[src/hdl/lsbx_pkg.sv]
`default_nettype none

package lsbx_pkg;

  localparam int unsigned BYTE_W     = 8;
  localparam int unsigned POS_W      = 32;
  localparam int unsigned KIND_W     = 2;
  localparam int unsigned STATUS_W   = 2;
  localparam int unsigned IN_TDATA_W = 8;
  // out_byte and status packed, padded to whole bytes
  localparam int unsigned OUT_TDATA_W = 16;

  // result queue
  localparam int unsigned OUT_DEPTH = 4;
  localparam int unsigned OUT_PTR_W = 2;
  localparam int unsigned OUT_CNT_W = 3;

  localparam logic [POS_W-1:0] MIN_FILE_SIZE = 32'd54;
  localparam logic [POS_W-1:0] OFFSET_FIELD  = 32'd10;
  localparam logic [POS_W-1:0] OFFSET_LAST   = 32'd13;
  localparam logic [POS_W-1:0] MIN_OFFSET    = 32'd14;
  localparam logic [3:0]       HDR_LAST_IDX  = 4'd11;

  localparam logic [BYTE_W-1:0] SIG_B = 8'h42;
  localparam logic [BYTE_W-1:0] SIG_M = 8'h4D;

  localparam logic [KIND_W-1:0] KIND_NAME   = 2'd0;
  localparam logic [KIND_W-1:0] KIND_DATA   = 2'd1;
  localparam logic [KIND_W-1:0] KIND_STATUS = 2'd2;

  localparam logic [STATUS_W-1:0] ST_OK      = 2'd0;
  localparam logic [STATUS_W-1:0] ST_INVALID = 2'd1;
  localparam logic [STATUS_W-1:0] ST_NOFILE  = 2'd2;
  localparam logic [STATUS_W-1:0] ST_CORRUPT = 2'd3;

  typedef struct packed {
    logic [BYTE_W-1:0]   out_byte;
    logic [KIND_W-1:0]   kind;
    logic [STATUS_W-1:0] status;
    logic                last;
  } result_t;

  // payload magic "ECS1"
  function automatic logic [BYTE_W-1:0] magic_char(input logic [1:0] idx);
    logic [BYTE_W-1:0] c;
    case (idx)
      2'd0:    c = 8'h45;
      2'd1:    c = 8'h43;
      2'd2:    c = 8'h53;
      default: c = 8'h31;
    endcase
    return c;
  endfunction

endpackage

`default_nettype wire

[src/hdl/lsb_stego_bmp_extractor_core.sv]
// Results: a result word is written into the registered result queue as its input word is accepted.
// Throughput: one input word per cycle while the result queue has room; the end-of-file word yields up to two result
//   words (a recovered byte and the status), which drain through a four-entry result queue.
// in_tready drops while the result queue has fewer than two free entries.
// Reset: synchronous, active low; clears the parse state and empties the result queue.
`default_nettype none

module lsb_stego_bmp_extractor_core (
  input  wire logic                              clk,
  input  wire logic                              rst_n,
  input  wire logic                              in_tvalid,
  output logic                                   in_tready,
  input  wire logic [lsbx_pkg::IN_TDATA_W-1:0]   in_tdata,   // [7:0] carrier_byte
  input  wire logic                              in_tlast,   // end_of_file
  output logic                                   out_tvalid,
  input  wire logic                              out_tready,
  output logic [lsbx_pkg::OUT_TDATA_W-1:0]       out_tdata,  // [7:0] out_byte, [9:8] status
  output logic [lsbx_pkg::KIND_W-1:0]            out_tuser,  // [1:0] kind
  output logic                                   out_tlast   // last
);

  import lsbx_pkg::*;

  typedef enum logic [2:0] {
    PH_IMAGE,
    PH_HEADER,
    PH_NAME,
    PH_DATA,
    PH_DONE,
    PH_FAILED
  } phase_t;

  // parse state
  phase_t              phase_r,    phase_nxt;
  logic [POS_W-1:0]    pos_r,      pos_nxt;
  logic [POS_W-1:0]    poff_r,     poff_nxt;
  logic [BYTE_W-1:0]   acc_r,      acc_nxt;
  logic [2:0]          bcnt_r,     bcnt_nxt;
  logic [3:0]          hidx_r,     hidx_nxt;
  logic [POS_W-1:0]    nlen_r,     nlen_nxt;
  logic [POS_W-1:0]    dlen_r,     dlen_nxt;
  logic [POS_W-1:0]    rem_r,      rem_nxt;
  logic [STATUS_W-1:0] err_r,      err_nxt;

  // result queue
  result_t              q_mem [OUT_DEPTH];
  logic [OUT_PTR_W-1:0] wr_ptr_r, rd_ptr_r;
  logic [OUT_CNT_W-1:0] cnt_r,    cnt_nxt;

  logic                 in_fire;
  logic                 out_fire;
  logic                 emit_byte;
  logic                 emit_stat;
  result_t              byte_res;
  result_t              stat_res;
  logic [OUT_PTR_W-1:0] stat_ptr;

  assign in_fire  = in_tvalid & in_tready;
  assign out_fire = out_tvalid & out_tready;

  // accept only while two result slots are free, so a word never blocks mid-step
  assign in_tready  = (cnt_r <= OUT_CNT_W'(OUT_DEPTH - 2));
  assign out_tvalid = (cnt_r != '0);
  assign out_tdata  = {{(OUT_TDATA_W - BYTE_W - STATUS_W){1'b0}},
                       q_mem[rd_ptr_r].status, q_mem[rd_ptr_r].out_byte};
  assign out_tuser  = q_mem[rd_ptr_r].kind;
  assign out_tlast  = q_mem[rd_ptr_r].last;

  // one file byte per step
  always_comb begin
    logic [BYTE_W-1:0]   b;
    logic [1:0]          osel;
    logic [BYTE_W-1:0]   v;
    logic [STATUS_W-1:0] st;
    logic [POS_W-1:0]    rem_dec;

    b        = in_tdata[BYTE_W-1:0];
    osel     = pos_r[1:0] - 2'd2;
    v        = '0;
    st       = ST_OK;
    rem_dec  = rem_r - POS_W'(1);

    phase_nxt = phase_r;
    pos_nxt   = pos_r;
    poff_nxt  = poff_r;
    acc_nxt   = acc_r;
    bcnt_nxt  = bcnt_r;
    hidx_nxt  = hidx_r;
    nlen_nxt  = nlen_r;
    dlen_nxt  = dlen_r;
    rem_nxt   = rem_r;
    err_nxt   = err_r;
    emit_byte = 1'b0;
    emit_stat = 1'b0;
    byte_res  = '0;
    stat_res  = '0;

    if (in_fire) begin
      // saturate the byte position
      if (pos_r != '1) begin
        pos_nxt = pos_r + POS_W'(1);
      end

      // image header: signature and little-endian pixel offset
      if (phase_nxt == PH_IMAGE) begin
        if ((pos_r == '0 && b != SIG_B) || (pos_r == POS_W'(1) && b != SIG_M)) begin
          if (err_nxt == ST_OK) begin
            err_nxt = ST_INVALID;
          end
          phase_nxt = PH_FAILED;
        end
        if (pos_r >= OFFSET_FIELD && pos_r <= OFFSET_LAST) begin
          poff_nxt = poff_nxt | ({{(POS_W-BYTE_W){1'b0}}, b} << {osel, 3'b000});
        end
        if (pos_r == OFFSET_LAST && poff_nxt < MIN_OFFSET) begin
          if (err_nxt == ST_OK) begin
            err_nxt = ST_INVALID;
          end
          phase_nxt = PH_FAILED;
        end
        if (phase_nxt == PH_IMAGE && pos_r >= MIN_OFFSET && pos_r >= poff_nxt) begin
          phase_nxt = PH_HEADER;
        end
      end

      // pixel area: gather low bits, msb first
      if (phase_nxt == PH_HEADER || phase_nxt == PH_NAME || phase_nxt == PH_DATA) begin
        acc_nxt = {acc_r[BYTE_W-2:0], b[0]};
        if (bcnt_r != 3'd7) begin
          bcnt_nxt = bcnt_r + 3'd1;
        end else begin
          v        = acc_nxt;
          bcnt_nxt = '0;
          case (phase_nxt)
            PH_HEADER: begin
              if (hidx_r < 4'd4) begin
                if (v != magic_char(hidx_r[1:0])) begin
                  if (err_nxt == ST_OK) begin
                    err_nxt = ST_NOFILE;
                  end
                  phase_nxt = PH_FAILED;
                end
              end else if (hidx_r < 4'd8) begin
                nlen_nxt = nlen_r |
                           ({{(POS_W-BYTE_W){1'b0}}, v} << {hidx_r[1:0], 3'b000});
              end else if (hidx_r <= HDR_LAST_IDX) begin
                dlen_nxt = dlen_r |
                           ({{(POS_W-BYTE_W){1'b0}}, v} << {hidx_r[1:0], 3'b000});
              end
              hidx_nxt = hidx_r + 4'd1;
              if (phase_nxt == PH_HEADER && hidx_r == HDR_LAST_IDX) begin
                if (nlen_nxt == '0 || nlen_nxt[POS_W-1] || dlen_nxt[POS_W-1]) begin
                  if (err_nxt == ST_OK) begin
                    err_nxt = ST_CORRUPT;
                  end
                  phase_nxt = PH_FAILED;
                end else begin
                  rem_nxt   = nlen_nxt;
                  phase_nxt = PH_NAME;
                end
              end
            end
            PH_NAME: begin
              emit_byte         = 1'b1;
              byte_res.out_byte = v;
              byte_res.kind     = KIND_NAME;
              rem_nxt           = rem_dec;
              if (rem_dec == '0) begin
                if (dlen_r == '0) begin
                  phase_nxt = PH_DONE;
                end else begin
                  rem_nxt   = dlen_r;
                  phase_nxt = PH_DATA;
                end
              end
            end
            default: begin
              emit_byte         = 1'b1;
              byte_res.out_byte = v;
              byte_res.kind     = KIND_DATA;
              rem_nxt           = rem_dec;
              if (rem_dec == '0) begin
                phase_nxt = PH_DONE;
              end
            end
          endcase
        end
      end

      // end of file: rank the outcome, then start over for the next file
      if (in_tlast) begin
        if (pos_nxt < MIN_FILE_SIZE || err_nxt == ST_INVALID || poff_nxt >= pos_nxt) begin
          st = ST_INVALID;
        end else if (err_nxt != ST_OK) begin
          st = err_nxt;
        end else if (phase_nxt == PH_DONE) begin
          st = ST_OK;
        end else if (phase_nxt == PH_NAME || phase_nxt == PH_DATA) begin
          st = ST_CORRUPT;
        end else begin
          st = ST_NOFILE;
        end
        emit_stat       = 1'b1;
        stat_res.kind   = KIND_STATUS;
        stat_res.status = st;
        stat_res.last   = 1'b1;

        phase_nxt = PH_IMAGE;
        pos_nxt   = '0;
        poff_nxt  = '0;
        acc_nxt   = '0;
        bcnt_nxt  = '0;
        hidx_nxt  = '0;
        nlen_nxt  = '0;
        dlen_nxt  = '0;
        rem_nxt   = '0;
        err_nxt   = ST_OK;
      end
    end

    cnt_nxt = cnt_r + OUT_CNT_W'(emit_byte) + OUT_CNT_W'(emit_stat) - OUT_CNT_W'(out_fire);
  end

  // the status lands behind the byte when both come from one word
  assign stat_ptr = emit_byte ? (wr_ptr_r + OUT_PTR_W'(1)) : wr_ptr_r;

  always_ff @(posedge clk) begin
    if (!rst_n) begin
      phase_r  <= PH_IMAGE;
      pos_r    <= '0;
      poff_r   <= '0;
      acc_r    <= '0;
      bcnt_r   <= '0;
      hidx_r   <= '0;
      nlen_r   <= '0;
      dlen_r   <= '0;
      rem_r    <= '0;
      err_r    <= ST_OK;
      wr_ptr_r <= '0;
      rd_ptr_r <= '0;
      cnt_r    <= '0;
    end else begin
      phase_r  <= phase_nxt;
      pos_r    <= pos_nxt;
      poff_r   <= poff_nxt;
      acc_r    <= acc_nxt;
      bcnt_r   <= bcnt_nxt;
      hidx_r   <= hidx_nxt;
      nlen_r   <= nlen_nxt;
      dlen_r   <= dlen_nxt;
      rem_r    <= rem_nxt;
      err_r    <= err_nxt;
      wr_ptr_r <= wr_ptr_r + OUT_PTR_W'(emit_byte) + OUT_PTR_W'(emit_stat);
      if (out_fire) begin
        rd_ptr_r <= rd_ptr_r + OUT_PTR_W'(1);
      end
      cnt_r    <= cnt_nxt;
    end
  end

  // queue payload, no reset
  always_ff @(posedge clk) begin
    if (emit_byte) begin
      q_mem[wr_ptr_r] <= byte_res;
    end
    if (emit_stat) begin
      q_mem[stat_ptr] <= stat_res;
    end
  end

endmodule

`default_nettype wire

[config.mk]
export PLATFORM = sky130hd
export DESIGN_NAME = lsb_stego_bmp_extractor_core
export DESIGN_NICKNAME = d
export VERILOG_FILES = /design/src/hdl/lsbx_pkg.sv /design/src/hdl/lsb_stego_bmp_extractor_core.sv
export SDC_FILE = /design/constraint.sdc
export NUM_CORES = 1
export LEC_CHECK = 0
export BUFFER_PORTS_ARGS = -buffer_cell sky130_fd_sc_hd__clkbuf_2
export CORE_ASPECT_RATIO = 1.5
export CORE_MARGIN = 2
export CORE_UTILIZATION = 46
export DETAILED_ROUTE_END_ITERATION = 8
export GPL_ROUTABILITY_DRIVEN = 1
export PLACE_DENSITY_LB_ADDON = 0.1
export SYNTH_ARGS = -nofsm -noshare
export SYNTH_HDL_FRONTEND = slang
export SYNTH_SLANG_ARGS = --single-unit
[constraint.sdc]
create_clock -name clk -period 6.3 [get_ports clk]
set_clock_uncertainty 0.05 [all_clocks]
set_input_delay 1.89 -clock clk [delete_from_list [all_inputs] [get_ports clk]]
set_output_delay 1.89 -clock clk [all_outputs]
set_load 0.01 [all_outputs]
# ---- After elaboration in Yosys (flattened, before gate mapping)
# Memories as Yosys holds them, arrays and structs flattened. A register that Yosys moved wholly into a read port is not among the register bits.
# Cells that the tools add are included.
dict set report totals {
  reg_bits 186
  latch_bits 0
  mem_bits_rw 52
  romBits 0
  input_bits 13
  output_inout_bits 21
  memories 1
}
dict set report classes {
  add_sub_neg 12
  n_mul 0
  div_mod_pow 0
  n_lt_le_gt_ge 11
  eq_ne 24
  shift 2
  mux 122
  bitwise 5
  n_reduce_logical 34
}
# name depth width read_ports rd_clocked_by_memory_dff wr line
set memory_table {}
lappend memory_table {q_mem 4 13 1 1 2 lsb_stego_bmp_extractor_core.sv:46} ;# result_t q_mem [OUT_DEPTH];
# operator n
set op_table {}
lappend op_table {{2-to-1 mux 32 bit} 37}
lappend op_table {{zero test 32 bit} 4}
lappend op_table {{bitwise OR 32 bit} 3}
lappend op_table {{2-to-1 mux 3 bit} 25}
lappend op_table {{>= comparator 32 bit} 2}
lappend op_table {{>= comparator 32 x 4 -> 1 bit (second input constant)} 2}
lappend op_table {{one-hot mux 32 bit (2 select lines)} 1}
lappend op_table {{<< shifter 8 x 5 -> 32 bit} 2}
lappend op_table {{2-to-1 mux 2 bit} 29}
lappend op_table {{2-to-1 mux 8 bit} 5}
lappend op_table {{adder 32 x 1 -> 32 bit (second input constant)} 1}
lappend op_table {{== test 32 x 1 -> 1 bit (second input constant)} 1}
lappend op_table {{== test 32 x 4 -> 1 bit (second input constant)} 1}
lappend op_table {{less-or-equal comparator 32 x 4 -> 1 bit (second input constant)} 1}
lappend op_table {{< comparator 32 x 4 -> 1 bit (second input constant)} 1}
lappend op_table {{< comparator 32 x 6 -> 1 bit (second input constant)} 1}
lappend op_table {{inequality test 32 bit (second input constant)} 1}
lappend op_table {{subtractor 32 x 1 -> 32 bit (second input constant)} 1}
lappend op_table {{2-to-1 mux 10 bit} 3}
lappend op_table {{one-hot mux 7 bit (3 select lines)} 1}
lappend op_table {{one-hot mux 10 bit (2 select lines)} 1}
lappend op_table {{2-to-1 mux 4 bit} 4}
lappend op_table {{inequality test 8 x 7 -> 1 bit (second input constant)} 2}
lappend op_table {{2-to-1 mux 7 bit} 2}
lappend op_table {{other kinds (35)} 79}

# ---- Longest topological paths before layout
# Gate-level depths: netlist of run 1.
dict set report logic_depth {
  ltp_word 44
  depth_mapped 24
  depth_no_buf 20
}

# ---- Least setup slack after synthesis of run 1
# No wires, ideal clock.
dict set report synth_path {
  path_kind {input-to-reg}
  startpoint {input in_tdata[0] (netlist name)}
  endpoint {memory q_mem[0][2] (netlist name) (data pin)}
  arrival_ps 5410
  t_required_ps 5982
  slack_ps 573
  cell_stages 16
  path_buffers 3
  path_cell_list {clkbuf_1 > clkbuf_1 > clkbuf_1 > a21oi_1 > ha_1 > nand4_1 > nor4b_1 > and4_1 > nand2_1 > o31a_1 > a311oi_4 > o211a_2 > a32oi_1 > o21a_1 > nor4_2 > nor2_1}
}
# element line
set synth_lines {}
lappend synth_lines {{start, declared} lsb_stego_bmp_extractor_core.sv:13} ;# input wire logic [lsbx_pkg::IN_TDATA_W-1:0] in_tdata,
lappend synth_lines {{end, declared} lsb_stego_bmp_extractor_core.sv:46}

==> impl_metrics.py, run 1 <==
metrics = {
    "run_status": {
        "status": "finished, final reports clean",
    },
    "clock_network": {
        "cts_buffer_depth": 3,
        "clkTransAtPathRegs_ns": 0.07,
        "root_buffer": "clkbuf_16",
        "cts_tree": "built",
        "clock_latency_ns": 0.57,
        "ctsHoldBuffers": 0,
        "htreeDepth": 1,
        "numCtsBuffers": 26,
        "cts-resized-gates": 0,
        "postCtsSetupRepairBufs": 0,
        "cts_sinks": 236,
    },
    "route": {
        "drc_errors": 0,
        "viasPerCell": 6.382,
        "drt_wl_total_mm": 53.68,
        "ant_nets": 0,
        "vias": 14710,
        "dr.pass1.iters": 6,
        "avgRoutedWirePerCell_um": 23.30,
        "drt_iter0_drc": 1083,
    },
    "synth": {
        "syn_area_per_cell_um2": 8.055,
        "yosysUniqueCellTypes": 102,
        "ys_ff_latch": 236,
        "synth_edf_count": 12,
        "yosysSeqAreaShare": 0.3206,
        "synth_cells": 1876,
        "yosysWarnings": 0,
        "async_flop_share": 0,
        "netlist_area_um2": 15110,
        "synth-main-ff-cell": "dfxtp_1",
    },
    "global_route": {
        "antenna_found_initial": 0,
        "grt_max_degree": 76,
        "grt_pass1_wl_mm": 83.10,
        "gr-total-overflow": 0,
        "track_usage": 0.3075,
        "grt_pass1_vias": 14340,
    },
    "hold_path": {
        "hp-class": "reg2reg",
    },
    "die": {
        "fp.coreArea_um2": 32530,
        "die_width_um": 152.0,
        "initial_core_util": 0.4645,
        "std_cell_rows": 81,
        "die_y_um": 226.0,
        "pin_count": 34,
        "die-area_um2": 34350,
    },
    "pwr": {
        "p_total_w": 0.004046,
        "irDropWorstVdd_v": 0.0002353,
        "power_density_nw_per_um2": 241.0,
        "leakage_nw": 6.645,
    },
    "placement": {
        "gp_congestion": 0.9817,
        "port_buffers": 27,
        "placed_cell_area_um2": 15830,
        "dp_hpwl_mm": 39.26,
    },
    "critical_path": {
        "cp-end-kind": "flop",
        "worst-path-max-fanout": 9,
        "crit_arrival_ns": 5.98,
        "crit_path_start_kind": "flop",
        "worst_ep_required_time_ns": 6.55,
        "worstSetupPathType": "reg2reg",
    },
    "sta": {
        "holdWs_ns": 0.4055,
        "fin_crit_sh": 0.9109,
        "worst_slew_pin_slew_ns": 0.9909,
        "finalMaxSlewViolations": 0,
        "max_clock_freq_ghz": 0.1743,
        "setup_viol": 0,
        "fin_setup_tns_ns": 0,
        "rsz0062_at_grt": "false",
        "hold_violations": 0,
        "period_minus_slack_ns": 5.738,
        "maxSlewHeadroom": 0.3371,
    },
    "layout": {
        "final_area_um2": 16790,
        "final_nets": 1963,
        "syn2layout_area_growth_pct": 11.10,
        "antenna_cells": 0,
        "final_layout_size_suffix_gt1_frac": 0.1350,
    },
    "run": {
        "maxCapViolCount": 0,
    },
}
placed cells by master (no fill, tap or decap), types with 15 or more instances in the layout:
cell	n
nor2_1	261
dfxtp_1	224
a21oi_1	181
nand2_1	144
buf_4	86
ha_1	77
a31oi_1	57
o21ai_0	52
nor3_1	50
nand3_1	44
inv_1	43
nor4_1	43
nand4_1	37
xnor2_1	37
a32oi_1	29
clkbuf_16	29
xor2_1	28
clkbuf_2	27
and2_1	25
nor3b_1	22
or3_1	19
a211oi_1	19
a21o_1	17
nor2b_1	17
nand2b_1	15
cells in the mapped netlist (13+ instances only):
cell	n	area share
a211oi_1	19	0.0094
a21o_1	17	0.0084
a21oi_1	181	0.060
a31o_2	14	0.0081
a31oi_1	57	0.024
a32oi_1	29	0.017
and2_1	26	0.011
and3_1	13	0.0054
buf_2	24	0.0079
clkbuf_1	107	0.027
dfxtp_1	224	0.30
ha_1	77	0.064
inv_1	44	0.011
mux2i_1	14	0.0093
nand2_1	146	0.036
nand2b_1	15	0.0062
nand3_1	44	0.015
nand4_1	37	0.015
nor2_1	262	0.065
nor2b_1	17	0.0070
nor3_1	51	0.017
nor3b_1	22	0.011
nor4_1	44	0.018
o21ai_0	52	0.017
o2bb2ai_2	14	0.014
or3_1	19	0.0079
xnor2_1	37	0.021
xor2_1	28	0.016
where the power goes:
group	total (W)	leakage (nW)	internal, W	switching (W)
clock network	0.00170	0.463	0.00101	0.000697
registers	0.00159	1.91	0.00154	0.0000515
logic	0.000756	4.28	0.000245	0.000511
final cells by class:
class	instances	area (µm²)
clock buffer	33	780.7
multi-input combinational	1445	9448
sequential	236	4845
inverter	44	165.2
clock inverter	14	171.4
fill	3158	15740
tap	415	519.2
timing repair buffer	117	860.8
cells by family (layout without fill, tap and decap cells):
family,count (synthesis),after routing,synth area share
AOI/OAI and AO/OA,504,504,0.2310
buffers and inverters,200,208,0.05763
xor gates and xnor gates,65,65,0.03767
DFF,236,236,0.3206
other,1,6,0.0002481
adders and majority gates,81,81,0.06839
and+or+nand+nor,762,762,0.2566
muxes,27,27,0.02790
flip-flops by register name, summed over array words and instances, names as in the netlist, named ones only:
signal and cells:
phase_r 3, pos_r 32, bcnt_r 3, rem_r 32
poff_r 32, nlen_r 32, err_r 2, acc_r 7
q_mem 48, cnt_r 3, rd_ptr_r 2, wr_ptr_r 2
dlen_r 32, hidx_r 4
critical path, stage by stage (launching register included):
cell and delay, ns:
dfxtp_1 0.40, nor3_1 0.37, nand4_2 0.24, nor2_1 0.21, nand2_1 0.09, nor3_1 0.67, a21oi_1 0.28, ha_1 0.36
nand4_1 0.16, nor4b_1 0.44, and4_1 0.27, nand2_1 0.06, o31a_1 0.27, a311oi_4 0.29, buf_4 0.20, o211a_2 0.23
a32oi_1 0.08, o21a_1 0.24, nor4_2 0.44, nor2_1 0.10
per-layer routing:
metal	GRT usage	vias up	wire, µm	part of all wire
li1	-	6857	-	-
met1	0.3291	7133	19810	0.37
met2	0.5555	525	26840	0.50
met3	0.03646	190	2618	0.049
met4	0.2285	0	4415	0.082
met5	0	-	0	0
worst paths after layout:
| path | slack (ns) | to | startpoint | cells past startpoint |
|---|---|---|---|---|
| min | 0.41 | q_mem[1][11] | q_mem[1][11] | 2 |
| min reg2reg | 0.41 | q_mem[1][11] | q_mem[1][11] | 2 |
| max | 0.56 | q_mem[0][2] | pos_r[13] | 19 |
| max reg2reg | 0.56 | q_mem[0][2] | pos_r[13] | 19 |
per-stage QoR:
stage	setup WS, ns	util	instances
CTS	0.2888	0.5159	2304
global placement	0.2991	0.4867	2257
floorplan	0.5725	-	1881
global route	0.1016	0.5161	2304
detailed placement	0.2308	0.4867	2257
finish	0.5616	0.5161	2304
No activity file was read; power rests on OpenSTA's default activity.
==> inputs of run 2 (changes only) <==
CTS_BUF_LIST = sky130_fd_sc_hd__clkbuf_2 sky130_fd_sc_hd__clkbuf_4 sky130_fd_sc_hd__clkbuf_8   (was not set)
==> impl_metrics.py, run 2 (synthesized netlist as in run 1, its figures left out) <==
metrics = {
    "critical_path": {
        "worstPathCellList": "nor3_1 > nand4_2 > nor2_1 > nand2_1 > nor3_1 > a21oi_1 > ha_1 > nand4_1 > nor4b_1 > and4_1 > nand2_1 > o31a_1 > a311oi_4 > buf_4 > o211a_2 > a32oi_1 > o21a_1 > nor4_2 > nor2_1",
        "r2r_start": "pos_r[13]",
        "r2r-end": "q_mem[3][2]",
        "crit_path_start_kind": "flop",
        "crit_arrival_ns": 5.99,
        "slowest_delay_ns": 0.68,
        "worst-path-max-fanout": 9,
        "cp-end-kind": "flop",
        "rr_worst_depth": 19,
        "worst_ep_required_time_ns": 6.57,
        "crit_slowest_cell": "nor3_1",
        "worstSetupPathType": "reg2reg",
        "rrSetupSlack_ns": 0.57,
    },
    "pwr": {
        "power_density_nw_per_um2": 240.6,
        "irDropWorstVdd_v": 0.0001772,
        "p_total_w": 0.004047,
        "leakage_nw": 6.688,
    },
    "clock_network": {
        "clock_latency_ns": 0.58,
        "cts_buffer_depth": 3,
        "cts_tree": "built",
        "cts_sinks": 236,
        "postCtsSetupRepairBufs": 0,
        "numCtsBuffers": 40,
        "clkTransAtPathRegs_ns": 0.07,
        "htreeDepth": 2,
        "root_buffer": "clkbuf_8",
    },
    "die": {
        "die_width_um": 152.0,
        "initial_core_util": 0.4645,
        "pin_count": 34,
        "std_cell_rows": 81,
        "die_y_um": 226.0,
        "fp.coreArea_um2": 32530,
        "die-area_um2": 34350,
    },
    "hold_path": {
        "min_to": "q_mem[1][11]",
        "min_path_cells": 2,
        "hp-start": "q_mem[1][11]",
        "hp-class": "reg2reg",
    },
    "global_route": {
        "grt_pass1_wl_mm": 83.20,
        "grt_max_degree": 76,
        "track_usage": 0.3083,
        "grt_pass1_vias": 14470,
        "antenna_found_initial": 0,
        "gr-total-overflow": 0,
    },
    "route": {
        "drt_iter0_drc": 1112,
        "ant_nets": 0,
        "drt_wl_total_mm": 53.71,
        "dr.pass1.iters": 7,
        "viasPerCell": 6.310,
        "avgRoutedWirePerCell_um": 23.03,
        "vias": 14720,
        "drc_errors": 0,
    },
    "layout": {
        "largest_register_ffs": 48,
        "final_common_cell": "nor2_1",
        "fill_cells": 3172,
        "final_cell_mix": "nor2_1, dfxtp_1, a21oi_1, nand2_1, buf_4",
        "fin_cells": 2332,
        "final_area_um2": 16820,
        "regMostFlops": "q_mem",
        "final_layout_size_suffix_gt1_frac": 0.1456,
        "final_nets": 1977,
        "syn2layout_area_growth_pct": 11.33,
    },
    "sta": {
        "worst_slew_pin_slew_ns": 0.9775,
        "hold_violations": 0,
        "holdWs_ns": 0.4040,
        "max_clock_freq_ghz": 0.1746,
        "fin_setup_tns_ns": 0,
        "maxSlewHeadroom": 0.3460,
        "finalMaxSlewViolations": 0,
        "fin_crit_sh": 0.9092,
        "setup_viol": 0,
        "period_minus_slack_ns": 5.728,
        "rsz0062_at_grt": "false",
    },
    "placement": {
        "gp_congestion": 0.9817,
        "dp_hpwl_mm": 39.26,
        "placed_cells": 2257,
        "placed_cell_area_um2": 15830,
        "port_buffers": 27,
    },
    "run": {
        "maxCapViolCount": 0,
    },
    "run_status": {
        "status": "finished, final reports clean",
    },
}
run 2: changes by cell type in the layout (fill, tap and decap cells not counted), sizes merged:
cell,previous run,this run
bufinv,3,6
clkbuf,60,85
clkinv,5,6
clkinvlp,3,2
diode,0,1
inv,47,46
run 2: power by group:
group,switching [W],internal [W]
registers,0.0000516,0.00154
logic,0.000512,0.000245
clock network,0.000690,0.00101
total,0.00125,0.00279
run 2: area by class of cell:
type	instances	area (µm²)	area share
flip-flops and latches	236	4845	0.2880
well taps	415	519.2	0.03086
clock buffers	58	742.0	0.04410
multi-input cells	1445	9448	0.5616
inverters	44	165.2	0.009817
diodes	1	2.502	0.0001487
clock inverters	16	241.5	0.01435
repair buffers	117	860.8	0.05117
run 2: timing repair:
| item | 4_1_cts | 5_1_grt |
|---|---|---|
| setup endpoints to repair | 0 | 14 |
| hold buffers | 0 | 0 |
| gates resized for setup | 0 | 1 |
run 2: worst max path at each step:
| stage | endpoint | from | cells after the start |
|---|---|---|---|
| 2_1_floorplan | q_mem[0][2] | in_tdata[0] | 16 |
| 3_3_place_gp | q_mem[1][1] | pos_r[4] | 22 |
| 3_5_place_dp | nlen_r[8] | in_tdata[3] | 18 |
| 4_1_cts | q_mem[1][1] | pos_r[4] | 22 |
| 5_1_grt | q_mem[0][2] | pos_r[4] | 19 |
| 6_report | q_mem[3][2] | pos_r[13] | 19 |
run 2: critical path: cells and delay by family, from the launching register on:
kind | cells | cell delay, ns
AOI/OAI and AO/OA | 6 | 1.38
adders and majority gates | 1 | 0.37
DFF | 1 | 0.40
buffers and inverters | 1 | 0.20
and+or+nand+nor | 11 | 3.07
run 2: metal layers:
metal	vias up	global-route usage	routed length [µm]
met1	7127	0.3288	19700
met5	-	0	0
met4	0	0.2255	4389
met2	508	0.5583	27190
li1	6881	-	-
met3	200	0.03915	2431
run 2: metrics by stage:
step | util | setup slack, ns
after floorplan | - | 0.5725
after global placement | 0.4867 | 0.2991
after detailed placement | 0.4867 | 0.2308
after CTS | 0.5169 | 0.3154
after global routing | 0.5171 | 0.1237
final | 0.5171 | 0.5719
